--- config.mk ---
export PLATFORM = sky130hd
export DESIGN_NAME = hsl_to_rgb_core
export DESIGN_NICKNAME = d
export VERILOG_FILES = /design/src/hdl/hsl_pkg.sv /design/src/hdl/hsl_to_rgb_core.sv /design/src/hdl/hsl_front.sv /design/src/hdl/hsl_queue.sv /design/src/hdl/hsl_back.sv
export SDC_FILE = /design/constraint.sdc
export NUM_CORES = 2
export LEC_CHECK = 0
export BUFFER_PORTS_ARGS = -buffer_cell sky130_fd_sc_hd__buf_2
export CAP_MARGIN = 20
export CORE_ASPECT_RATIO = 0.8
export CORE_UTILIZATION = 60
export DETAILED_ROUTE_END_ITERATION = 16
export PLACE_DENSITY = 0.88
export SYNTH_ARGS = -nofsm -noshare
export SYNTH_HDL_FRONTEND = slang
export SYNTH_HIERARCHICAL = 1
export SYNTH_SLANG_ARGS = --single-unit
--- constraint.sdc ---
create_clock -name clk -period 13.4 [get_ports clk]
set_input_delay 0 -clock clk [delete_from_list [all_inputs] [get_ports clk]]
set_output_delay 0 -clock clk [all_outputs]
set_load 0.05 [all_outputs]
--- src/hdl/hsl_pkg.sv ---
// ----------------------------------------------------------------------------
// HSL to RGB converter package
// Shared widths, constants, queue status and ramp segment codes.
// ----------------------------------------------------------------------------
package hsl_pkg;

	// Default internal precision in fractional bits.
	localparam int FRAC_BITS_DEF = 12;

	// Input fixed point: 12 fractional bits, 4096 means 1.0.
	localparam int IN_FRAC = 12;
	localparam int HUE_W   = 12;
	localparam int SL_W    = 13;
	localparam int CH_W    = 8;
	localparam logic [SL_W-1:0] IN_ONE = 13'd4096;

	// Stream widths.
	localparam int S_TDATA_W = 40;
	localparam int M_TDATA_W = 24;

	// Queue between front and back, and stage counts.
	localparam int QUEUE_DEPTH  = 2;
	localparam int FRONT_STAGES = 1;
	localparam int BACK_STAGES  = 6;

	// Segment of the hue ramp a channel falls in.
	typedef enum logic [1:0] {
		SEG_RISE,
		SEG_HIGH,
		SEG_FALL,
		SEG_LOW
	} seg_t;

	// Queue status seen by the front and the back.
	typedef struct packed {
		logic full;
		logic empty;
	} queue_stat_t;

	// Width of one classified item: grey, low-half flag, s, l and three hues.
	function automatic int item_width(int frac_bits);
		return 5 * frac_bits + 10;
	endfunction

endpackage

--- src/hdl/hsl_to_rgb_core.sv ---
// Path: front input register, item queue, then back stages 2 to 7 to the output.
// Throughput: one item per cycle while m_tready holds, set by the back-end
// pipeline and its single output register; the front keeps taking items while
// the back stalls until its input register and the two-entry queue are full.
// Reset: arst_n clears all valid flags and queue pointers at once; the block
// is ready to take items as soon as reset is released.
// ----------------------------------------------------------------------------
// HSL to RGB converter, top level
// Front end, item queue and back-end pipeline for HSL to 8-bit RGB conversion.
// ----------------------------------------------------------------------------
module hsl_to_rgb_core #(
	parameter int FRAC_BITS = hsl_pkg::FRAC_BITS_DEF
) (
	input  logic                          clk,
	input  logic                          arst_n,
	// Input item.
	input  logic                          s_tvalid,
	output logic                          s_tready,
	// s_tdata: hue[11:0], saturation[24:12], lightness[37:25], zeros[39:38]
	input  logic [hsl_pkg::S_TDATA_W-1:0] s_tdata,
	// Result item.
	output logic                          m_tvalid,
	input  logic                          m_tready,
	// m_tdata: red[7:0], green[15:8], blue[23:16]
	output logic [hsl_pkg::M_TDATA_W-1:0] m_tdata
);

	localparam int ITEM_W = hsl_pkg::item_width(FRAC_BITS);

	logic                 push, pop;
	logic [ITEM_W-1:0]    item_in, item_out;
	hsl_pkg::queue_stat_t q_stat;

	hsl_front #(
		.FRAC_BITS (FRAC_BITS)
	) u_front (
		.clk      (clk),
		.arst_n   (arst_n),
		.s_tvalid (s_tvalid),
		.s_tready (s_tready),
		.s_tdata  (s_tdata),
		.push     (push),
		.item     (item_in),
		.q_stat   (q_stat)
	);

	hsl_queue #(
		.WIDTH (ITEM_W),
		.DEPTH (hsl_pkg::QUEUE_DEPTH)
	) u_queue (
		.clk    (clk),
		.arst_n (arst_n),
		.push   (push),
		.wdata  (item_in),
		.pop    (pop),
		.rdata  (item_out),
		.stat   (q_stat)
	);

	hsl_back #(
		.FRAC_BITS (FRAC_BITS)
	) u_back (
		.clk      (clk),
		.arst_n   (arst_n),
		.item     (item_out),
		.q_stat   (q_stat),
		.pop      (pop),
		.m_tvalid (m_tvalid),
		.m_tready (m_tready),
		.m_tdata  (m_tdata)
	);

endmodule

--- src/hdl/hsl_front.sv ---
// ----------------------------------------------------------------------------
// HSL front end
// Takes input items, clamps and rescales them and forms the three channel hues.
// ----------------------------------------------------------------------------
module hsl_front #(
	parameter int FRAC_BITS = hsl_pkg::FRAC_BITS_DEF
) (
	input  logic                                        clk,
	input  logic                                        arst_n,
	input  logic                                        s_tvalid,
	output logic                                        s_tready,
	input  logic [hsl_pkg::S_TDATA_W-1:0]               s_tdata,
	output logic                                        push,
	output logic [hsl_pkg::item_width(FRAC_BITS)-1:0]   item,
	input  hsl_pkg::queue_stat_t                        q_stat
);

	localparam int XW = FRAC_BITS + 2;
	localparam int LW = FRAC_BITS + 1;
	localparam logic [XW:0] ONE_X  = (XW+1)'(1) << FRAC_BITS;
	localparam logic [XW:0] TWO_X  = ONE_X << 1;
	localparam logic [XW:0] TURN_X = ONE_X + TWO_X;

	logic                         v_s1;
	logic [hsl_pkg::HUE_W-1:0]    hue_s1;
	logic [hsl_pkg::SL_W-1:0]     sat_s1;
	logic [hsl_pkg::SL_W-1:0]     lig_s1;

	logic [hsl_pkg::SL_W-1:0]            sat_cl, lig_cl;
	logic [FRAC_BITS+hsl_pkg::SL_W-1:0]  s_wide, l_wide;
	logic [FRAC_BITS+hsl_pkg::HUE_W-1:0] h_wide;
	logic [LW-1:0]                       s, l;
	logic [FRAC_BITS-1:0]                h;
	logic [XW-1:0]                       xg, xr, xb;
	logic [XW:0]                         xr_sum, xb_sum;
	logic                                grey, lt_half;

	// The input register empties whenever the queue has room.
	assign push     = v_s1 && !q_stat.full;
	assign s_tready = !v_s1 || !q_stat.full;

	always_ff @(posedge clk or negedge arst_n) begin
		if (!arst_n) begin
			v_s1 <= 1'b0;
		end else if (s_tready) begin
			v_s1 <= s_tvalid;
		end
	end

	always_ff @(posedge clk) begin
		if (s_tvalid && s_tready) begin
			hue_s1 <= s_tdata[hsl_pkg::HUE_W-1:0];
			sat_s1 <= s_tdata[hsl_pkg::HUE_W +: hsl_pkg::SL_W];
			lig_s1 <= s_tdata[hsl_pkg::HUE_W+hsl_pkg::SL_W +: hsl_pkg::SL_W];
		end
	end

	// Clamp to 1.0 and rescale to the internal precision, truncating.
	always_comb begin
		sat_cl = (sat_s1 > hsl_pkg::IN_ONE) ? hsl_pkg::IN_ONE : sat_s1;
		lig_cl = (lig_s1 > hsl_pkg::IN_ONE) ? hsl_pkg::IN_ONE : lig_s1;
		s_wide = ({{FRAC_BITS{1'b0}}, sat_cl} << FRAC_BITS) >> hsl_pkg::IN_FRAC;
		l_wide = ({{FRAC_BITS{1'b0}}, lig_cl} << FRAC_BITS) >> hsl_pkg::IN_FRAC;
		h_wide = ({{FRAC_BITS{1'b0}}, hue_s1} << FRAC_BITS) >> hsl_pkg::IN_FRAC;
		s = s_wide[LW-1:0];
		l = l_wide[LW-1:0];
		h = h_wide[FRAC_BITS-1:0];
	end

	// Hue kept as 3h so one third of a turn is exact; red and blue wrap.
	always_comb begin
		xg     = {2'b00, h} + {1'b0, h, 1'b0};
		xr_sum = {1'b0, xg} + ONE_X;
		xb_sum = {1'b0, xg} + TWO_X;
		xr     = (xr_sum >= TURN_X) ? XW'(xr_sum - TURN_X) : xr_sum[XW-1:0];
		xb     = (xb_sum >= TURN_X) ? XW'(xb_sum - TURN_X) : xb_sum[XW-1:0];
		grey    = (s == '0);
		lt_half = ({1'b0, l, 1'b0} < ONE_X);
	end

	assign item = {grey, lt_half, s, l, xr, xg, xb};

endmodule

--- src/hdl/hsl_queue.sv ---
// ----------------------------------------------------------------------------
// HSL item queue
// Short first-in first-out queue that decouples the front from the back.
// ----------------------------------------------------------------------------
module hsl_queue #(
	parameter int WIDTH = 70,
	parameter int DEPTH = hsl_pkg::QUEUE_DEPTH
) (
	input  logic                 clk,
	input  logic                 arst_n,
	input  logic                 push,
	input  logic [WIDTH-1:0]     wdata,
	input  logic                 pop,
	output logic [WIDTH-1:0]     rdata,
	output hsl_pkg::queue_stat_t stat
);

	localparam int PW = (DEPTH > 1) ? $clog2(DEPTH) : 1;
	localparam int CW = $clog2(DEPTH + 1);

	logic [WIDTH-1:0] mem_q [DEPTH];
	logic [PW-1:0]    wr_ptr_q, rd_ptr_q;
	logic [CW-1:0]    count_q;

	assign stat.full  = (count_q == CW'(DEPTH));
	assign stat.empty = (count_q == '0);
	assign rdata      = mem_q[rd_ptr_q];

	// Pointers wrap at the depth; the count tracks occupancy.
	always_ff @(posedge clk or negedge arst_n) begin
		if (!arst_n) begin
			wr_ptr_q <= '0;
			rd_ptr_q <= '0;
			count_q  <= '0;
		end else begin
			if (push) begin
				wr_ptr_q <= (wr_ptr_q == PW'(DEPTH-1)) ? '0 : wr_ptr_q + 1'b1;
			end
			if (pop) begin
				rd_ptr_q <= (rd_ptr_q == PW'(DEPTH-1)) ? '0 : rd_ptr_q + 1'b1;
			end
			if (push && !pop) begin
				count_q <= count_q + 1'b1;
			end else if (pop && !push) begin
				count_q <= count_q - 1'b1;
			end
		end
	end

	always_ff @(posedge clk) begin
		if (push) begin
			mem_q[wr_ptr_q] <= wdata;
		end
	end

endmodule

--- src/hdl/hsl_back.sv ---
// ----------------------------------------------------------------------------
// HSL back end
// Six-stage pipeline that forms the two levels, the ramps and the 8-bit levels.
// ----------------------------------------------------------------------------
module hsl_back #(
	parameter int FRAC_BITS = hsl_pkg::FRAC_BITS_DEF
) (
	input  logic                                        clk,
	input  logic                                        arst_n,
	input  logic [hsl_pkg::item_width(FRAC_BITS)-1:0]   item,
	input  hsl_pkg::queue_stat_t                        q_stat,
	output logic                                        pop,
	output logic                                        m_tvalid,
	input  logic                                        m_tready,
	output logic [hsl_pkg::M_TDATA_W-1:0]               m_tdata
);

	localparam int F  = FRAC_BITS;
	localparam int XW = F + 2;
	localparam int LW = F + 1;
	localparam int HW = 2 * F + 1;
	localparam int MW = F + 1;
	localparam int PW = HW + MW;
	localparam int CW = 3 * F + 1;
	localparam int TW = CW + hsl_pkg::CH_W + 1;
	localparam logic [XW:0] ONE_X   = (XW+1)'(1) << F;
	localparam logic [XW:0] TWO_X   = ONE_X << 1;
	localparam logic [XW:0] THREE_X = ONE_X + TWO_X;
	localparam logic [TW-1:0] HALF  = TW'(1) << (3 * F - 1);

	// Ramp segment for a hue given in thirds of a turn.
	function automatic hsl_pkg::seg_t seg_of(logic [XW-1:0] x);
		logic [XW:0] x2;
		x2 = {x, 1'b0};
		if (x2 < ONE_X) begin
			return hsl_pkg::SEG_RISE;
		end else if (x2 < THREE_X) begin
			return hsl_pkg::SEG_HIGH;
		end else if ({1'b0, x} < TWO_X) begin
			return hsl_pkg::SEG_FALL;
		end
		return hsl_pkg::SEG_LOW;
	endfunction

	// Multiplier argument of the sloped segments.
	function automatic logic [MW-1:0] arg_of(logic [XW-1:0] x, hsl_pkg::seg_t seg);
		logic [XW:0] x2, diff;
		x2   = {x, 1'b0};
		diff = TWO_X - {1'b0, x};
		case (seg)
			hsl_pkg::SEG_RISE: return x2[MW-1:0];
			hsl_pkg::SEG_FALL: return {diff[F-1:0], 1'b0};
			default:           return '0;
		endcase
	endfunction

	logic en;
	logic v_s2, v_s3, v_s4, v_s5, v_s6, v_s7;

	logic [XW-1:0]         xi [3];
	logic [LW-1:0]         s_in, l_in;
	logic                  lt_in, grey_in;

	logic [2*LW-1:0]       p_s2;
	logic [LW-1:0]         l_s2, s_s2;
	logic                  lt_s2, grey_s2;
	hsl_pkg::seg_t         seg_s2 [3];
	logic [MW-1:0]         arg_s2 [3];

	logic [HW-1:0]         hi_s3;
	logic [LW-1:0]         l_s3;
	hsl_pkg::seg_t         seg_s3 [3];
	logic [MW-1:0]         arg_s3 [3];

	logic [HW-1:0]         hi_s4, lo_s4, d_s4;
	hsl_pkg::seg_t         seg_s4 [3];
	logic [MW-1:0]         arg_s4 [3];

	logic [HW-1:0]         hi_s5, lo_s5;
	hsl_pkg::seg_t         seg_s5 [3];
	logic [PW-1:0]         prod_s5 [3];

	logic [CW-1:0]         c3_s6 [3];
	logic [hsl_pkg::CH_W-1:0] lvl_s7 [3];

	logic [HW:0]           hi_lt, hi_ge, two_l;
	logic [TW-1:0]         t_lvl [3];
	logic [CW:0]           c3_sum [3];

	// The whole back end moves whenever the output register can take an item.
	assign en       = !v_s7 || m_tready;
	assign pop      = en && !q_stat.empty;
	assign m_tvalid = v_s7;
	assign m_tdata  = {lvl_s7[2], lvl_s7[1], lvl_s7[0]};

	// Unpack the classified item; lanes are red, green, blue.
	assign xi[2]   = item[XW-1:0];
	assign xi[1]   = item[2*XW-1:XW];
	assign xi[0]   = item[3*XW-1:2*XW];
	assign l_in    = item[3*XW+LW-1:3*XW];
	assign s_in    = item[3*XW+2*LW-1:3*XW+LW];
	assign lt_in   = item[3*XW+2*LW];
	assign grey_in = item[3*XW+2*LW+1];

	always_ff @(posedge clk or negedge arst_n) begin
		if (!arst_n) begin
			v_s2 <= 1'b0;
			v_s3 <= 1'b0;
			v_s4 <= 1'b0;
			v_s5 <= 1'b0;
			v_s6 <= 1'b0;
			v_s7 <= 1'b0;
		end else if (en) begin
			v_s2 <= !q_stat.empty;
			v_s3 <= v_s2;
			v_s4 <= v_s3;
			v_s5 <= v_s4;
			v_s6 <= v_s5;
			v_s7 <= v_s6;
		end
	end

	// Stage 2: product S*L, ramp segment and multiplier argument per lane.
	always_ff @(posedge clk) begin
		if (en) begin
			p_s2    <= s_in * l_in;
			l_s2    <= l_in;
			s_s2    <= s_in;
			lt_s2   <= lt_in;
			grey_s2 <= grey_in;
			for (int i = 0; i < 3; i++) begin
				seg_s2[i] <= grey_in ? hsl_pkg::SEG_HIGH : seg_of(xi[i]);
				arg_s2[i] <= arg_of(xi[i], seg_of(xi[i]));
			end
		end
	end

	// Stage 3: upper level with 2F fractional bits; grey takes L itself.
	always_comb begin
		hi_lt = {1'b0, l_s2, {F{1'b0}}} + (HW+1)'(p_s2);
		hi_ge = {({1'b0, l_s2} + {1'b0, s_s2}), {F{1'b0}}} - (HW+1)'(p_s2);
	end

	always_ff @(posedge clk) begin
		if (en) begin
			if (grey_s2) begin
				hi_s3 <= {l_s2, {F{1'b0}}};
			end else if (lt_s2) begin
				hi_s3 <= hi_lt[HW-1:0];
			end else begin
				hi_s3 <= hi_ge[HW-1:0];
			end
			l_s3   <= l_s2;
			seg_s3 <= seg_s2;
			arg_s3 <= arg_s2;
		end
	end

	// Stage 4: lower level and the span between the two.
	assign two_l = {l_s3, 1'b0, {F{1'b0}}};

	always_ff @(posedge clk) begin
		if (en) begin
			hi_s4  <= hi_s3;
			lo_s4  <= HW'(two_l - {1'b0, hi_s3});
			d_s4   <= HW'({hi_s3, 1'b0} - two_l);
			seg_s4 <= seg_s3;
			arg_s4 <= arg_s3;
		end
	end

	// Stage 5: slope times position on the ramp, one multiplier per lane.
	always_ff @(posedge clk) begin
		if (en) begin
			hi_s5  <= hi_s4;
			lo_s5  <= lo_s4;
			seg_s5 <= seg_s4;
			for (int i = 0; i < 3; i++) begin
				prod_s5[i] <= d_s4 * arg_s4[i];
			end
		end
	end

	// Stage 6: ramp value with 3F fractional bits.
	always_comb begin
		for (int i = 0; i < 3; i++) begin
			c3_sum[i] = {1'b0, lo_s5, {F{1'b0}}} + (CW+1)'(prod_s5[i]);
		end
	end

	always_ff @(posedge clk) begin
		if (en) begin
			for (int i = 0; i < 3; i++) begin
				case (seg_s5[i])
					hsl_pkg::SEG_RISE,
					hsl_pkg::SEG_FALL: c3_s6[i] <= c3_sum[i][CW-1:0];
					hsl_pkg::SEG_HIGH: c3_s6[i] <= {hi_s5, {F{1'b0}}};
					default:           c3_s6[i] <= {lo_s5, {F{1'b0}}};
				endcase
			end
		end
	end

	// Stage 7: scale by 255, round half up and saturate; this is the output register.
	always_comb begin
		for (int i = 0; i < 3; i++) begin
			t_lvl[i] = ({c3_s6[i], {hsl_pkg::CH_W{1'b0}}} - TW'(c3_s6[i])) + HALF;
		end
	end

	always_ff @(posedge clk) begin
		if (en) begin
			for (int i = 0; i < 3; i++) begin
				lvl_s7[i] <= (|t_lvl[i][TW-1:3*F+hsl_pkg::CH_W]) ? {hsl_pkg::CH_W{1'b1}}
				                                                 : t_lvl[i][3*F +: hsl_pkg::CH_W];
			end
		end
	end

endmodule

After elaboration in Yosys (flattened, before gate mapping)

Memory sizes are Yosys's and may differ from the RTL's.
Cells that the tools add are included.

Memory bits (writable): 389
Logic and storage cells: 222
Memory bits (read-only): 0
Memories kept: 4
Input port bits: 44
Register bits after elaboration: 405
Output and inout port bits: 26
Latch bits: 0

Multiply operators: 4
Divide/modulo/power cells: 0
Bitwise operators: 6
Add/subtract/negate cells: 26
Eq/ne operators: 10
Reduce and logical (&&, ||, !) cells: 31
Order comparisons: 14
Mux-type cells: 80
Shift-type cells: 0

Memory list:

| memory         | words | bits a word | read ports | clocked after Yosys merged registers in | write ports | RTL line        | RTL |
|---|---|---|---|---|---|---|---|
| u_queue.mem_q  | 2     | 70          | 1          | 0                                       | 1           | hsl_queue.sv:21 | `logic [WIDTH-1:0] mem_q [DEPTH];` |
| u_back.prod_s5 | 3     | 38          | 3          | 0                                       | 3           | hsl_back.sv:81  | `logic [PW-1:0] prod_s5 [3];` |
| u_back.c3_s6   | 3     | 37          | 3          | 0                                       | 3           | hsl_back.sv:83  | `logic [CW-1:0] c3_s6 [3];` |
| u_back.lvl_s7  | 3     | 8           | 3          | 0                                       | 3           | hsl_back.sv:84  | `logic [hsl_pkg::CH_W-1:0] lvl_s7 [3];` |

Operators with widths:

| cell                     | number |
|---|---|
| $mux W37                 | 6 |
| $add A46 B36 Y46 const B | 3 |
| $sub A45 B37 Y46         | 3 |
| $mul A25 B13 Y38         | 3 |
| $add A37 B37 Y37         | 3 |
| $pmux W13 S2             | 3 |
| $sub A25 B25 Y25         | 3 |
| $mux W25                 | 2 |
| $lt A15 B13 Y1 const B   | 3 |
| $lt A15 B14 Y1 const B   | 3 |
| $mux W1                  | 45 |
| $lt A14 B14 Y1 const B   | 3 |
| $sub A1 B12 Y12 const A  | 3 |
| $mux W2                  | 17 |
| $ge A15 B14 Y1 const B   | 2 |
| $mux W14                 | 2 |
| $sub A14 B14 Y14 const B | 2 |
| $gt A13 B13 Y1 const B   | 2 |
| $mux W13                 | 2 |
| $add A25 B25 Y25         | 1 |
| $mul A13 B13 Y25         | 1 |
| $mux W8                  | 3 |
| $add A14 B13 Y15 const B | 1 |
| $add A14 B14 Y15 const B | 1 |
| other kinds (17)         | 54 |

Logic depth before layout (Yosys ltp)

An unclocked memory read counts as a cell.

Word-level depth: 10
Mapped depth: 25
Mapped depth without buffers: 22

Hierarchy

The synthesis kept the hierarchy.

Modules (own cells, without submodules):

| module    | times used | cells an instance | area each (sq um) |
|---|---|---|---|
| hsl_back  | 1          | 6457              | 63388.3 |
| hsl_queue | 1          | 234               | 5589.1 |
| hsl_front | 1          | 178               | 2192.1 |

Least setup slack after synthesis

OpenSTA, ideal clock, no wires.

Path type: register to register
Start: reg u_back.v_s7, in the netlist u_back/m_tvalid
End: reg u_back/arg_s2[10] (netlist bit) (enable)
Period minus slack after synthesis: 14862 ps
Data required time: 12395 ps
Cell stages (with the launch flop): 6
Setup slack: -1462 ps
Arrival: 13857 ps
Path through: dfrtp_1 nor2b_1 clkbuf_1 inv_1 clkbuf_1 clkbuf_1

Cells in the longest elaborated chain, start to end: 2

Ends and longest elaborated chain:

| what                          | RTL line        | RTL |
|---|---|---|
| start, declared               | hsl_back.sv:58  | `logic v_s2, v_s3, v_s4, v_s5, v_s6, v_s7;` |
| start signal, assigned        | hsl_back.sv:119 | `v_s7 <= v_s6;` |
| $logic_not A1 Y1              | hsl_back.sv:91  | `assign en = !v_s7 \|\| m_tready;` |
| $logic_or A1 B1 Y1            | hsl_back.sv:91  |  |
| named net u_back.en           | hsl_back.sv:57  | `logic en;` |
| end signal, assigned by index | hsl_back.sv:133 | `arg_s2[i] <= arg_of(xi[i], seg_of(xi[i]));` |
| end, declared                 | hsl_back.sv:68  | `logic [MW-1:0] arg_s2 [3];` |

The timed path passes the listed nets, and every way through them passes these cells.
A chain may end at the register's enable or synchronous reset.

==> summary.txt <==
Synth
  – Syn_area_per_cell: between 10 and 15 sq um
  – Commonest cells post-synth: inv_1 (1,211), nand2_1 (908), fa_1 (787)
  – Most common flop cell mapped by yosys: edfxtp_1
  – Synthesized cell area: around 0.071 sq mm
  – Top-count cell post-synth: inv_1
  – Post-synth EDFFs: roughly 730
  – Asr flop ratio synth: between 1 and 1.5%
  – Area leader, netlist: edfxtp_1
  – Sequential area share after synthesis: a little under a third
  – Synth area leaders: edfxtp_1 (31%), fa_1 (22%), ha_1 (12%), inv_1 (6.4%), nand2_1 (4.8%)
  – Synth Warn #: 6
  – Seq cells post-synth: around 760
  – Syn_nets: 8,378
  – Top cell type's share of synthesized area: between 30% and 40%
  – Mapped Cells: between 6,000 and 7,000
  – Synth cell types: 84

Global routing
  – Total Routing Usage GR: ~29%
  – First-pass GRT wire length: ~280,000 um
  – Number of global-route vias before repair: about 53,000
  – Remaining Overflow, GRT: 0
  – Initial antenna violation count: 4
  – Largest net degree at the start of global routing: 153

Floorplanning
  – Total number of placement rows: ~110
  – Initial Util: ~60%
  – Number of top-level pins: 70
  – Die Y: around 310 um
  – Die area: between 0.1 and 0.15 sq mm
  – DIE WIDTH: between 300 and 400 um
  – Core area: between 0.1 and 0.15 sq mm

Route
  – DR vias/cell: 5.984
  – DRC Markers: 0
  – DRT iter0 DRCs: 5,024
  – DR vias: 50,655
  – Post-Route WL: approximately 170,000 um
  – First-pass iteration count of the detailed router: 9
  – Final ANT Viol Nets: 0
  – Wire length per cell: slightly above 20 um

Worst setup path
  – Worst path bufs/invs: 3
  – Worst path top cell family by delay: adder cells
  – CP Launch Type: flop
  – CP Capture Type: flop
  – Stages on worst setup path: 20
  – Worst R2R End: u_back/prod_s5[0][34]
  – Critical-path cell list: nand2_1, fa_1, inv_1, fa_1, fa_1, fa_1, inv_1, fa_1, inv_1, ha_1, nand2_1, o21ai_0, nand4b_1, a2bb2oi_1, a2111oi_0, o41ai_1, nand4_1, nand4b_1, a21oi_1, xnor2_1
  – Most used cell, CP: fa_1
  – Start point of the critical path: u_back/arg_s4[33]
  – Worst setup path class: flop to flop
  – Worst path arrival time: approximately 7.8 ns
  – Crit-path max FO: 24
  – CP Data Required Time: approximately 14 ns
  – Slowest-stage cell, CP: edfxtp_1
  – CP endpoint: u_back/prod_s5[0][34]
  – R2r setup slk: roughly 6 ns
  – R2R depth: 20
  – Slowest stage delay, CP: about 1.1 ns
  – FF-to-FF Start: u_back/arg_s4[33]

Clock network
  – Clk slew on worst S/H paths: around 0.07 ns
  – Post-CTS Setup Bufs: 0
  – CTS H-Tree Depth: 3
  – Worst skew pair latency: about 0.7 ns
  – CTS tree: yes
  – Clock Path Buffers: 3
  – CTS resizes: 0
  – Total CTS buffers: 74
  – Root Driver: clkbuf_16
  – Hold_buf cts: 80
  – Total clock sinks: roughly 760

STA
  – Slew @ Worst Pin: about 1.1 ns
  – Final Critical Period: 7.337 ns
  – Hold Vio Cnt, Final: 0
  – Final setup viols: 0
  – F_max: ~140 MHz
  – Final Skew: ~0.069 ns
  – TNS Setup: 0 ns
  – Slew Limit Fails: 0
  – RSZ-0062 raised after global routing: no
  – Final worst-path cycle share: around 55%
  – Max-slew headroom: about a quarter

Outcome
  – Outcome: finished clean

Final layout
  – Synth-to-layout area growth: 6.809%
  – # fillers: slightly above 8,000
  – FF/Latch Area: around 0.023 sq mm
  – Multi-input logic area: 0.04282 sq mm
  – Final Net Count: between 8,000 and 9,000
  – Layout cells sized above 1: under 10%

Placed design
  – GP Congestion: between 0.9 and 1
  – Port Buffers: between 60 and 70
  – Hpwl dp: about 120,000 um

Min path
  – Worst min path class: input pin to flop

Run
  – Max-capacitance violation count: 0
registers in the layout, summed over array words and instances, names as in the netlist, 25 cells and up:
signal	count
u_back/hi_s4	25
u_back/c3_s6	105
u_back/hi_s5	25
u_back/hi_s3	25
u_queue/mem_q	140
u_back/arg_s4	36
u_back/arg_s3	36
u_back/arg_s2	36
u_back/prod_s5	105
u_back/p_s2	25
cell usage in the layout, fill, tap and decap left out, types with 12 or more instances in the layout:
cell type | Yosys | layout
dlygate4sd3_1 | 0 | 80
mux2_4 | 69 | 69
nand2_1 | 908 | 908
and3_1 | 15 | 15
buf_2 | 0 | 67
nor3_1 | 64 | 64
nand2b_1 | 52 | 52
nor4_1 | 27 | 27
nor2b_1 | 73 | 71
and2_1 | 352 | 350
or2_2 | 17 | 17
mux2_2 | 14 | 14
clkbuf_16 | 0 | 74
xnor2_1 | 181 | 181
o31ai_1 | 26 | 26
a211oi_1 | 47 | 47
a211o_1 | 12 | 12
ha_1 | 678 | 678
fa_1 | 787 | 787
or3_1 | 33 | 33
buf_4 | 29 | 56
nand4_1 | 26 | 26
nand3b_1 | 14 | 14
xor2_1 | 102 | 102
a21o_1 | 104 | 104
nand3_1 | 51 | 51
o211ai_1 | 15 | 15
mux2i_1 | 62 | 62
o21a_1 | 36 | 36
a21oi_1 | 256 | 256
edfxtp_1 | 734 | 734
clkinv_2 | 0 | 13
nor2_1 | 227 | 227
o21ai_0 | 178 | 178
a31oi_1 | 23 | 23
o21bai_1 | 27 | 27
inv_1 | 1211 | 1209
logic make-up after synthesis:
family | share of synthesized area, %
simple gates | 12.55
buf+inv | 8.224
fa+ha+maj | 34.06
compound gates | 7.500
flops | 31.64
xor+xnor | 3.483
mux | 2.549
area by class of cell:
type,count,share of cell area [%]
clock buffers,83,2.480
repair buffers,208,2.202
clock inverters,50,0.8312
inverters,1211,5.990
diodes,3,0.009876
multi-input cells,4616,56.33
well taps,1539,2.533
flip-flops and latches,755,29.63
worst min path at each step:
stage | start | end | slack [ns] | cells after the start
3_5_place_dp | arst_n | u_front/v_s1 | -0.11 | 1
2_1_floorplan | arst_n | u_back/m_tvalid | -0.30 | 0
5_1_grt | s_tdata[16] | u_front/sat_s1[4] | 0.05 | 2
4_1_cts | s_tdata[16] | u_front/sat_s1[4] | 0.03 | 2
3_3_place_gp | arst_n | u_front/v_s1 | -0.12 | 1
6_report | s_tdata[16] | u_front/sat_s1[4] | 0.07 | 2
per-stage QoR:
step                std cells  worst slack, ns  hold slack [ns]  utilization (%)  cell area (sq um)
floorplan                6869            5.656          -0.2956                -              71170
global placement         8245            6.477          -0.1158            61.96              72590
detailed placement       8245            6.285          -0.1051            61.96              72590
CTS                      8458            6.238          0.02524            64.80              75910
global route             8462            5.654          0.05325            64.88              76010
finish                   8465            6.063          0.06893            64.89              76020
routing by layer:
layer	wire, um	vias up	GRT usage [%]
li1	-	22292	-
met2	81760	2942	48.96
met4	7282	2	11.54
met5	13	-	0
met3	17750	631	6.184
met1	66690	24788	37.85
Power is left out: the tool's default activity adds up to more than one toggle a clock period on the data nets, which glitch-free logic cannot reach.
